===== src/rtl/slrr_pkg.sv =====
// Package for the shuffled Lehmer random range core.
// Holds constants, sequencer states, divider handshake types and the Lehmer fold.
// No dependencies.
package slrr_pkg;

	localparam int unsigned TABLE_SIZE_DEF = 32;
	localparam int unsigned WARM_DISCARD   = 8;
	localparam int unsigned PROD_W         = 47;

	localparam logic [14:0] LEHMER_MULT = 15'd16807;
	localparam logic [30:0] LEHMER_MOD  = 31'h7FFF_FFFF;
	localparam logic [31:0] RANGE_TOP   = 32'h7FFF_FFFF;
	localparam logic [31:0] RANGE_ONE   = 32'h8000_0000;

	localparam logic ACT_RAW   = 1'b0;
	localparam logic ACT_RANGE = 1'b1;

	typedef enum logic [3:0] {
		S_IDLE,
		S_SETUP,
		S_BOUND,
		S_CHECK,
		S_WARM_MUL,
		S_WARM_FOLD,
		S_DRAW_MUL,
		S_DRAW_FOLD,
		S_DRAW_WAIT,
		S_READ,
		S_WRITE,
		S_MOD,
		S_DONE
	} slrr_state_t;

	typedef struct packed {
		logic        start;
		logic [31:0] dividend;
		logic [31:0] divisor;
	} slrr_div_req_t;

	typedef struct packed {
		logic        done;
		logic [31:0] remainder;
	} slrr_div_rsp_t;

	// Reduce a product below 2^47 modulo 2^31 - 1 by folding the high part.
	function automatic logic [30:0] lehmer_fold(input logic [PROD_W-1:0] p);
		logic [31:0] s;
		s = {16'b0, p[46:31]} + {1'b0, p[30:0]};
		if (s >= {1'b0, LEHMER_MOD}) begin
			s = s - {1'b0, LEHMER_MOD};
		end
		return s[30:0];
	endfunction

endpackage


===== src/rtl/slrr_if.sv =====
// Valid/ready channel interfaces for the shuffled Lehmer random range core.
// No dependencies.
interface slrr_item_if;
	logic               valid;
	logic               ready;
	logic               action;
	logic signed [31:0] range_low;
	logic signed [31:0] range_high;

	modport source (output valid, output action, output range_low, output range_high,
		input ready);
	modport sink (input valid, input action, input range_low, input range_high,
		output ready);
endinterface

interface slrr_result_if;
	logic               valid;
	logic               ready;
	logic signed [31:0] value;

	modport source (output valid, output value, input ready);
	modport sink (input valid, input value, output ready);
endinterface

interface slrr_cfg_if;
	logic               valid;
	logic               ready;
	logic signed [31:0] seed;

	modport source (output valid, output seed, input ready);
	modport sink (input valid, input seed, output ready);
endinterface


===== src/rtl/shuffled_lehmer_random_range_core.sv =====
// Top level of the shuffled Lehmer random range core (minimal-standard Lehmer
// generator, Bays-Durham shuffle, rejection-sampled range draws).
// Depends on slrr_pkg, slrr_if, slrr_ram and slrr_div.
//
//  channel  role    beat contents                     handshake
//  -------  ------  --------------------------------  ---------------------
//  item     sink    action, range_low, range_high     valid & ready
//  result   source  value                             valid & ready
//  cfg      sink    seed                              valid & ready (always)
//
// A raw draw runs the check, one Lehmer multiply and fold, the index search,
// a table read and write and the final state; the shuffle index is found one
// bit per cycle by comparing the last output against multiples of the shuffle
// divisor. A warm-up adds one multiply and one fold per Lehmer step. A ranged
// draw adds a setup step, a divide for the acceptance bound, a divide for the
// final modulo and a fresh draw for each rejected candidate. Degenerate spans
// go from setup straight to the final state. The item port opens again on the
// same edge that loads the result register.
// Reset clears the sequencer, the Lehmer value, the last output and the seed,
// and flags a warm-up; the shuffle table is not cleared. A result that waits
// on a stalled sink still lets the next item in; the item then holds in the
// final state until the output register frees up.
module shuffled_lehmer_random_range_core
	import slrr_pkg::*;
#(
	parameter int unsigned TABLE_SIZE = TABLE_SIZE_DEF
) (
	input logic       clk,
	input logic       arst_n,
	slrr_item_if.sink   item,
	slrr_result_if.source result,
	slrr_cfg_if.sink    cfg
);

	localparam int unsigned IDX_W = $clog2(TABLE_SIZE);
	localparam int unsigned CNT_W = $clog2(TABLE_SIZE + WARM_DISCARD);
	localparam int unsigned THR_W = IDX_W + 32;
	localparam logic [CNT_W-1:0] WARM_LAST = CNT_W'(TABLE_SIZE + WARM_DISCARD - 1);
	localparam logic [CNT_W-1:0] TABLE_CNT = CNT_W'(TABLE_SIZE);
	localparam logic [CNT_W-1:0] IDX_TOP   = CNT_W'(IDX_W - 1);
	// Shuffle divisor: 1 + (2^31 - 2) / TABLE_SIZE
	localparam logic [31:0] SHUFFLE_DIV = 32'(1 + (32'h7FFF_FFFE / TABLE_SIZE));

	// Sequencer and control state
	slrr_state_t state_q, state_d;
	logic        warm_q;
	logic [31:0] seed_q;
	logic [31:0] x_q;        // Lehmer value; can hold 2^31 at warm-up start
	logic [30:0] last_q;
	logic        out_valid_q;

	// Datapath registers
	logic              action_q;
	logic [31:0]       lo_q;
	logic [31:0]       hi_q;
	logic [31:0]       span_q;
	logic [30:0]       bound_q;
	logic [PROD_W-1:0] prod_q;
	logic [CNT_W-1:0]  cnt_q;
	logic [IDX_W-1:0]  j_q;
	logic [31:0]       result_q;
	logic [31:0]       value_q;

	// Shared units
	slrr_div_req_t div_req;
	slrr_div_rsp_t div_rsp;

	logic             ram_we;
	logic [IDX_W-1:0] ram_waddr;
	logic [30:0]      ram_wdata;
	logic [30:0]      ram_rdata;

	// Combinational helpers
	logic [31:0] diff;
	logic        degenerate;
	logic        need_warm;
	logic [31:0] seed_mag;
	logic [31:0] warm_start;
	logic [30:0] fold;
	logic        out_free;
	logic        reject;
	logic [IDX_W-1:0] j_trial;
	logic [THR_W-1:0] j_thresh;
	logic             j_fits;

	always_comb begin
		diff       = hi_q - lo_q;
		// span of 0 or 1, or above 2^31
		degenerate = diff[31] || (diff == 32'd0);
		need_warm  = warm_q || (x_q == 32'd0) || (last_q == 31'd0);
		seed_mag   = seed_q[31] ? (32'd0 - seed_q) : seed_q;
		if (warm_q) begin
			warm_start = (seed_mag == 32'd0) ? 32'd1 : seed_mag;
		end else begin
			warm_start = (x_q == 32'd0) ? 32'd1 : x_q;
		end
		fold     = lehmer_fold(prod_q);
		out_free = !out_valid_q || result.ready;
		reject   = (ram_rdata > bound_q);
		// try the next index bit: keep it if its multiple of the divisor still fits
		j_trial  = j_q | (IDX_W'(1) << cnt_q);
		j_thresh = THR_W'(j_trial) * THR_W'(SHUFFLE_DIV);
		j_fits   = (THR_W'(last_q) >= j_thresh);
	end

	// Next state
	always_comb begin
		state_d = state_q;
		unique case (state_q)
			S_IDLE: begin
				if (item.valid) begin
					state_d = (item.action == ACT_RANGE) ? S_SETUP : S_CHECK;
				end
			end
			S_SETUP:     state_d = degenerate ? S_DONE : S_BOUND;
			S_BOUND:     state_d = div_rsp.done ? S_CHECK : S_BOUND;
			S_CHECK:     state_d = need_warm ? S_WARM_MUL : S_DRAW_MUL;
			S_WARM_MUL:  state_d = S_WARM_FOLD;
			S_WARM_FOLD: state_d = (cnt_q == '0) ? S_DRAW_MUL : S_WARM_MUL;
			S_DRAW_MUL:  state_d = S_DRAW_FOLD;
			S_DRAW_FOLD: state_d = S_DRAW_WAIT;
			S_DRAW_WAIT: state_d = (cnt_q == '0) ? S_READ : S_DRAW_WAIT;
			S_READ:      state_d = S_WRITE;
			S_WRITE: begin
				if (action_q == ACT_RAW) begin
					state_d = S_DONE;
				end else begin
					state_d = reject ? S_CHECK : S_MOD;
				end
			end
			S_MOD:  state_d = div_rsp.done ? S_DONE : S_MOD;
			S_DONE: state_d = out_free ? S_IDLE : S_DONE;
			default: state_d = S_IDLE;
		endcase
	end

	// Unit controls
	always_comb begin
		div_req   = '0;
		ram_we    = 1'b0;
		ram_waddr = j_q;
		ram_wdata = x_q[30:0];
		unique case (state_q)
			S_SETUP: begin
				div_req.start    = !degenerate;
				div_req.dividend = RANGE_ONE;
				div_req.divisor  = diff + 32'd1;
			end
			S_WARM_FOLD: begin
				ram_we    = (cnt_q < TABLE_CNT);
				ram_waddr = cnt_q[IDX_W-1:0];
				ram_wdata = fold;
			end
			S_WRITE: begin
				ram_we           = 1'b1;
				div_req.start    = (action_q == ACT_RANGE) && !reject;
				div_req.dividend = {1'b0, ram_rdata};
				div_req.divisor  = span_q;
			end
			default: begin
			end
		endcase
	end

	// Control registers
	always_ff @(posedge clk or negedge arst_n) begin
		if (!arst_n) begin
			state_q     <= S_IDLE;
			warm_q      <= 1'b1;
			seed_q      <= '0;
			x_q         <= '0;
			last_q      <= '0;
			out_valid_q <= 1'b0;
		end else begin
			state_q <= state_d;
			// a seed write flags a warm-up; the last warm-up step clears the flag
			if (cfg.valid && cfg.ready) begin
				seed_q <= cfg.seed;
				warm_q <= 1'b1;
			end else if ((state_q == S_WARM_FOLD) && (cnt_q == '0)) begin
				warm_q <= 1'b0;
			end
			// load a new result beat, or drop the one the sink just took
			if ((state_q == S_DONE) && out_free) begin
				out_valid_q <= 1'b1;
			end else if (result.valid && result.ready) begin
				out_valid_q <= 1'b0;
			end
			case (state_q)
				S_CHECK: begin
					if (need_warm) begin
						x_q <= warm_start;
					end
				end
				S_WARM_FOLD: begin
					x_q <= {1'b0, fold};
					if (cnt_q == '0) begin
						last_q <= fold;
					end
				end
				S_DRAW_FOLD: x_q <= {1'b0, fold};
				S_WRITE:     last_q <= ram_rdata;
				default: begin
				end
			endcase
		end
	end

	// Datapath registers
	always_ff @(posedge clk) begin
		case (state_q)
			S_IDLE: begin
				action_q <= item.action;
				lo_q     <= item.range_low;
				hi_q     <= item.range_high;
			end
			S_SETUP: begin
				span_q   <= diff + 32'd1;
				result_q <= lo_q;
			end
			S_BOUND: begin
				if (div_rsp.done) begin
					bound_q <= 31'(RANGE_TOP - div_rsp.remainder);
				end
			end
			S_CHECK:     cnt_q <= WARM_LAST;
			S_WARM_MUL:  prod_q <= PROD_W'(x_q) * PROD_W'(LEHMER_MULT);
			S_WARM_FOLD: cnt_q <= cnt_q - CNT_W'(1);
			S_DRAW_MUL: begin
				prod_q <= PROD_W'(x_q) * PROD_W'(LEHMER_MULT);
				// start the index search from the top bit
				j_q    <= '0;
				cnt_q  <= IDX_TOP;
			end
			S_DRAW_WAIT: begin
				if (j_fits) begin
					j_q <= j_trial;
				end
				cnt_q <= cnt_q - CNT_W'(1);
			end
			S_WRITE: result_q <= {1'b0, ram_rdata};
			S_MOD: begin
				if (div_rsp.done) begin
					result_q <= lo_q + div_rsp.remainder;
				end
			end
			S_DONE: begin
				if (out_free) begin
					value_q <= result_q;
				end
			end
			default: begin
			end
		endcase
	end

	slrr_div u_div (
		.clk    (clk),
		.arst_n (arst_n),
		.req    (div_req),
		.rsp    (div_rsp)
	);

	slrr_ram #(
		.WIDTH (31),
		.DEPTH (TABLE_SIZE)
	) u_table (
		.clk   (clk),
		.we    (ram_we),
		.waddr (ram_waddr),
		.wdata (ram_wdata),
		.raddr (j_q),
		.rdata (ram_rdata)
	);

	// Ports
	assign item.ready   = (state_q == S_IDLE);
	assign cfg.ready    = 1'b1;
	assign result.valid = out_valid_q;
	assign result.value = value_q;

endmodule


===== src/rtl/slrr_ram.sv =====
// Generic single-write, single-read RAM with registered read data.
// No dependencies.
module slrr_ram #(
	parameter int unsigned WIDTH = 31,
	parameter int unsigned DEPTH = 32
) (
	input  logic                     clk,
	input  logic                     we,
	input  logic [$clog2(DEPTH)-1:0] waddr,
	input  logic [WIDTH-1:0]         wdata,
	input  logic [$clog2(DEPTH)-1:0] raddr,
	output logic [WIDTH-1:0]         rdata
);

	logic [WIDTH-1:0] mem_q [DEPTH];

	always_ff @(posedge clk) begin
		if (we) begin
			mem_q[waddr] <= wdata;
		end
		rdata <= mem_q[raddr];
	end

endmodule


===== src/rtl/slrr_div.sv =====
// Iterative restoring divider, one quotient bit per cycle.
// Depends on slrr_pkg for the request and response types.
module slrr_div
	import slrr_pkg::*;
(
	input  logic          clk,
	input  logic          arst_n,
	input  slrr_div_req_t req,
	output slrr_div_rsp_t rsp
);

	logic [31:0] dvd_q;
	logic [31:0] dsr_q;
	logic [31:0] rem_q;
	logic [4:0]  cnt_q;
	logic        busy_q;
	logic        done_q;

	logic [32:0] trial;
	logic        fits;
	logic [32:0] diff;

	always_comb begin
		trial = {rem_q, dvd_q[31]};
		fits  = (trial >= {1'b0, dsr_q});
		diff  = trial - {1'b0, dsr_q};
	end

	always_ff @(posedge clk or negedge arst_n) begin
		if (!arst_n) begin
			busy_q <= 1'b0;
			done_q <= 1'b0;
			cnt_q  <= '0;
		end else begin
			done_q <= 1'b0;
			if (req.start) begin
				busy_q <= 1'b1;
				cnt_q  <= 5'd31;
			end else if (busy_q) begin
				cnt_q <= cnt_q - 5'd1;
				if (cnt_q == 5'd0) begin
					busy_q <= 1'b0;
					done_q <= 1'b1;
				end
			end
		end
	end

	always_ff @(posedge clk) begin
		if (req.start) begin
			dvd_q <= req.dividend;
			dsr_q <= req.divisor;
			rem_q <= '0;
		end else if (busy_q) begin
			// shift the next dividend bit in, subtract if it fits
			rem_q <= fits ? diff[31:0] : trial[31:0];
			dvd_q <= {dvd_q[30:0], fits};
		end
	end

	assign rsp.done      = done_q;
	assign rsp.remainder = rem_q;

endmodule


===== src/flat_wrapper.sv =====
// flat-port wrapper written by rule: the top's interface ports become plain ports
module shuffled_lehmer_random_range_core_flat import slrr_pkg::*;
#(
	parameter int unsigned TABLE_SIZE = TABLE_SIZE_DEF
)
  (clk, arst_n, item_valid, item_action, item_range_low, item_range_high, item_ready, result_valid, result_value, result_ready, cfg_valid, cfg_seed, cfg_ready);
  slrr_item_if item_i ();
  slrr_result_if result_i ();
  slrr_cfg_if cfg_i ();
  input logic clk;
  input logic arst_n;
  input wire logic [$bits(item_i.valid)-1:0] item_valid;
  input wire logic [$bits(item_i.action)-1:0] item_action;
  input wire logic [$bits(item_i.range_low)-1:0] item_range_low;
  input wire logic [$bits(item_i.range_high)-1:0] item_range_high;
  output wire logic [$bits(item_i.ready)-1:0] item_ready;
  output wire logic [$bits(result_i.valid)-1:0] result_valid;
  output wire logic [$bits(result_i.value)-1:0] result_value;
  input wire logic [$bits(result_i.ready)-1:0] result_ready;
  input wire logic [$bits(cfg_i.valid)-1:0] cfg_valid;
  input wire logic [$bits(cfg_i.seed)-1:0] cfg_seed;
  output wire logic [$bits(cfg_i.ready)-1:0] cfg_ready;
  assign item_i.valid = item_valid;
  assign item_i.action = item_action;
  assign item_i.range_low = item_range_low;
  assign item_i.range_high = item_range_high;
  assign item_ready = item_i.ready;
  assign result_valid = result_i.valid;
  assign result_value = result_i.value;
  assign result_i.ready = result_ready;
  assign cfg_i.valid = cfg_valid;
  assign cfg_i.seed = cfg_seed;
  assign cfg_ready = cfg_i.ready;
  shuffled_lehmer_random_range_core #(.TABLE_SIZE(TABLE_SIZE)) u_core (.clk(clk), .arst_n(arst_n), .item(item_i), .result(result_i), .cfg(cfg_i));
endmodule

===== config.mk =====
export PLATFORM = sky130hd
export DESIGN_NAME = shuffled_lehmer_random_range_core_flat
export DESIGN_NICKNAME = d
export VERILOG_FILES = /design/src/rtl/slrr_pkg.sv /design/src/rtl/slrr_if.sv /design/src/rtl/shuffled_lehmer_random_range_core.sv /design/src/rtl/slrr_ram.sv /design/src/rtl/slrr_div.sv /design/src/flat_wrapper.sv
export SDC_FILE = /design/constraint.sdc
export NUM_CORES = 2
export LEC_CHECK = 0
export ABC_CLOCK_PERIOD_IN_PS = 8300
export BUFFER_PORTS_ARGS = -buffer_cell sky130_fd_sc_hd__buf_2
export CAP_MARGIN = 20
export CORE_MARGIN = 8
export CORE_UTILIZATION = 38
export DETAILED_ROUTE_END_ITERATION = 16
export GPL_TIMING_DRIVEN = 0
export PLACE_DENSITY = 0.54
export SLEW_MARGIN = 40
export SYNTH_ARGS = -nofsm -noshare
export SYNTH_HDL_FRONTEND = slang
export SYNTH_SLANG_ARGS = --single-unit
export TNS_END_PERCENT = 30

===== constraint.sdc =====
create_clock -name clk -period 8.3 [get_ports clk]
set_input_delay 0.83 -clock clk [delete_from_list [all_inputs] [get_ports clk]]
set_output_delay 0.83 -clock clk [all_outputs]
set_load 0.005 [all_outputs]

==> impl_results.md <==
- Syn-to-layout area delta: 16.8%
- Number of routed nets with antenna violations: 0
- Row count: 161
- Via density: 5.62
- DRT iter0 DRCs: ~4,700
- Outcome: finished clean
- Relative slew slack: 37.5%
- Fillers: 17,125
- Post-synth EDFFs: approximately 1,300
- Crit path launch type: flip-flop
- Sequential area share after synthesis: 58.6%
- Distinct cells, synth: 98
- Die Ht: 456 um
- CTS buffer count: 161
- Fin crit period: 7.91 ns
- Root Buffer: clkbuf_16
- Syn Inst Count: 5,138
- Total die area: 208,000 um^2
- Die width: 456 um
- H-tree level count: 4
- Critical path peak fanout: 6
- Buffers added on ports: 134
- Fin. Hold Viols: 0
- CTS tree: done
- CTS Buffer Depth: 3
- Total grt overflow: 0
- DRT Wirelength: approximately 220 mm
- RSZ-0062 raised after global routing: false
- Post-DP Area: about 81,000 um^2
- Tightest Pin Transition: about 0.94 ns
- Slew Viols, Final: 0
- Most frequent cells in the layout: edfxtp_1 (1,306), inv_1 (488), ha_1 (361)
- Mapped Area: 73,700 um^2
- Post-DP HPWL: between 150 and 200 mm
- Skew final: around 0.08 ns
- Setup Crit Path Kind: flip-flop to flip-flop
- Drt pass-1 iters: 6
- Nature of the critical path endpoint: flip-flop
- DRC violations left: 0
- DR WL/cell: 27.3 um
- MaxCap Viol Count: 0
- Placer Congestion: 0.933
- Share of cells above drive strength 1: between 10% and 20%
- Primary FF master, synth: edfxtp_1
- Vias in the first global route: 46,549
- Register bit total from synthesis: ~1,500
- Ports: between 100 and 150
- Tot GR Track Use: 20.9%
- Syn_nets: 5,743
- CP arrival: 8.48 ns
- Synthesis Warnings: 0
- Vias: 46,189
- Design Area, Final: 86,100 um^2
- Hold Crit Class: input pin to flip-flop
- Endpoints failing setup: 0
- First-pass GRT wire length: 324 mm
- Most common cell after layout, fill and taps aside: edfxtp_1
- Worst-path clk slew: 0.06 ns
- Clk_lat worst skew: 0.84 ns
- Antenna violations before repair: 4
- Largest net degree at the start of global routing: 66
- Post-CTS sizing: 0
- Diode count: 0
- Initial Util: 38.3%
- Core area: 193,000 um^2
- Final period util: 95.3%
- Layout net count: 6,159
- Clk sinks: ~1,500
- Worst hold margin: ~0.17 ns
- WP data required: 8.87 ns
- Post-synth ARST share: roughly 7.3%
- Average cell area after synthesis: 14.3 um^2
- Max Freq: 0.126 GHz
[registers in the layout, indices dropped and copies added (netlist names), 4 cells and up]
name                  flops
u_core.cnt_q              6
u_core.u_div.rem_q       32
u_core.u_table.mem_q    992
u_core.u_div.dsr_q       32
u_core.state_q            4
u_core.j_q                5
u_core.lo_q              32
u_core.hi_q              32
u_core.result_q          32
u_core.result.value      32
u_core.span_q            32
u_core.seed_q            32
u_core.bound_q           31
u_core.last_q            31
u_core.u_div.dvd_q       32
u_core.prod_q            47
u_core.u_table.rdata     31
u_core.x_q               32
u_core.u_div.cnt_q        5
[synth_stat cells (16+ instances only)]
cell      count  area share [%]
dfxtp_1      63             1.7
mux4_2      310             9.5
mux2i_1      27            0.37
inv_1       489             2.5
nor3_1       76            0.52
and2_1       16            0.14
a31oi_1      33            0.28
nand3_1      85            0.58
or3_1        21            0.18
xor2_1       92             1.1
nor2b_1      32            0.27
a22o_1       33            0.39
o211ai_1     38            0.39
o221ai_1     22            0.26
fa_1        142             3.9
buf_1        30            0.15
a21oi_1     202             1.4
o21ai_0     194             1.3
ha_1        361             6.1
nand2_1     273             1.4
clkbuf_1    159            0.81
and3_1       23            0.20
o31ai_1      31            0.32
a31o_1       23            0.27
o21a_1       22            0.22
mux2_2       66             1.0
nand4_1      34            0.29
xnor2_1     130             1.5
dfrtp_1     107             3.6
edfxtp_1   1306              53
o21bai_1     19            0.19
nand2b_1     32            0.27
nor2_1      248             1.3
a211oi_1     42            0.43
nor4_1       29            0.25
a21o_1       82            0.84
[layout make-up]
| class | count | area (um^2) | area share (%) |
|---|---|---|---|
| plain buffers | 208 | 953 | 1.11 |
| clock buffers | 205 | 4330 | 5.03 |
| clock inverters | 94 | 1140 | 1.33 |
| inverters | 490 | 1840 | 2.14 |
| multi-input cells | 2963 | 28600 | 33.2 |
| flip-flops and latches | 1477 | 43200 | 50.2 |
| well taps | 2526 | 3160 | 3.67 |
| repair buffers | 253 | 2860 | 3.32 |
[final timing paths]
check                                         endpoint  depth (start not counted)  slack, ns               start
max in group asynchronous            u_core.seed_q[27]                          3       6.99              arst_n
worst min register to register  u_core.result.value[0]                          0       0.41  u_core.result_q[0]
worst max register to register       u_core.prod_q[40]                         24       0.39       u_core.x_q[9]
min in group asynchronous            u_core.last_q[14]                          2       0.60              arst_n
worst max-delay path                 u_core.prod_q[40]                         24       0.39       u_core.x_q[9]
worst min-delay path                   u_core.lo_q[10]                          1       0.17  item_range_low[10]
[per-stage QoR]
stage | cells | util (%) | setup WS (ns) | setup TNS (ns)
6_report | 8216 | 44.7 | 0.387 | 0
5_1_grt | 8216 | 44.7 | 0.0771 | 0
4_1_cts | 8216 | 44.7 | 0.442 | 0
3_5_place_dp | 7916 | 41.8 | 0.507 | 0
3_3_place_gp | 7798 | 40.3 | -0.326 | -48.03
2_1_floorplan | 5138 | - | 2.29 | 0
[cell families after synthesis]
logic type | share of synthesized area (%)
xor+xnor | 2.64
compound gates | 8.26
other cells | 0.00509
mux | 10.8
simple gates | 6.00
fa+ha+maj | 9.99
buf+inv | 3.67
flops | 58.6
[critical path: stages, from the launching register on]
cell and delay, ns:
dfrtp_1 0.78, inv_1 0.44, fa_1 0.62, inv_1 0.04, ha_1 0.26, inv_1 0.06
fa_1 0.49, inv_1 0.04, ha_1 0.31, fa_1 0.55, inv_1 0.06, fa_1 0.53
inv_1 0.04, ha_1 0.37, nand2_1 0.08, a211oi_1 0.19, o31a_1 0.28, o2111ai_1 0.20
o211ai_1 0.55, a31oi_1 0.22, nor2_1 0.32, o21ai_0 0.28, o21ai_0 0.50, a21oi_1 0.17
xnor2_1 0.28
[routing by layer]
metal | wire length [um] | up-vias | track usage [%]
met5 | 0 | - | 0
met4 | 6910 | 0 | 6.13
met3 | 12700 | 342 | 3.25
met2 | 107000 | 1520 | 34.3
met1 | 97800 | 23970 | 28.9
li1 | - | 20357 | -
[timing repair]
| action | CTS | global route |
|---|---|---|
| hold endpoints to repair | 43 | 0 |
| buffers inserted | 0 | 0 |
| hold buffers | 1 | 0 |
Power is not shown: default switching activity piles up to over one toggle a cycle in this logic, so the estimate is an artifact.
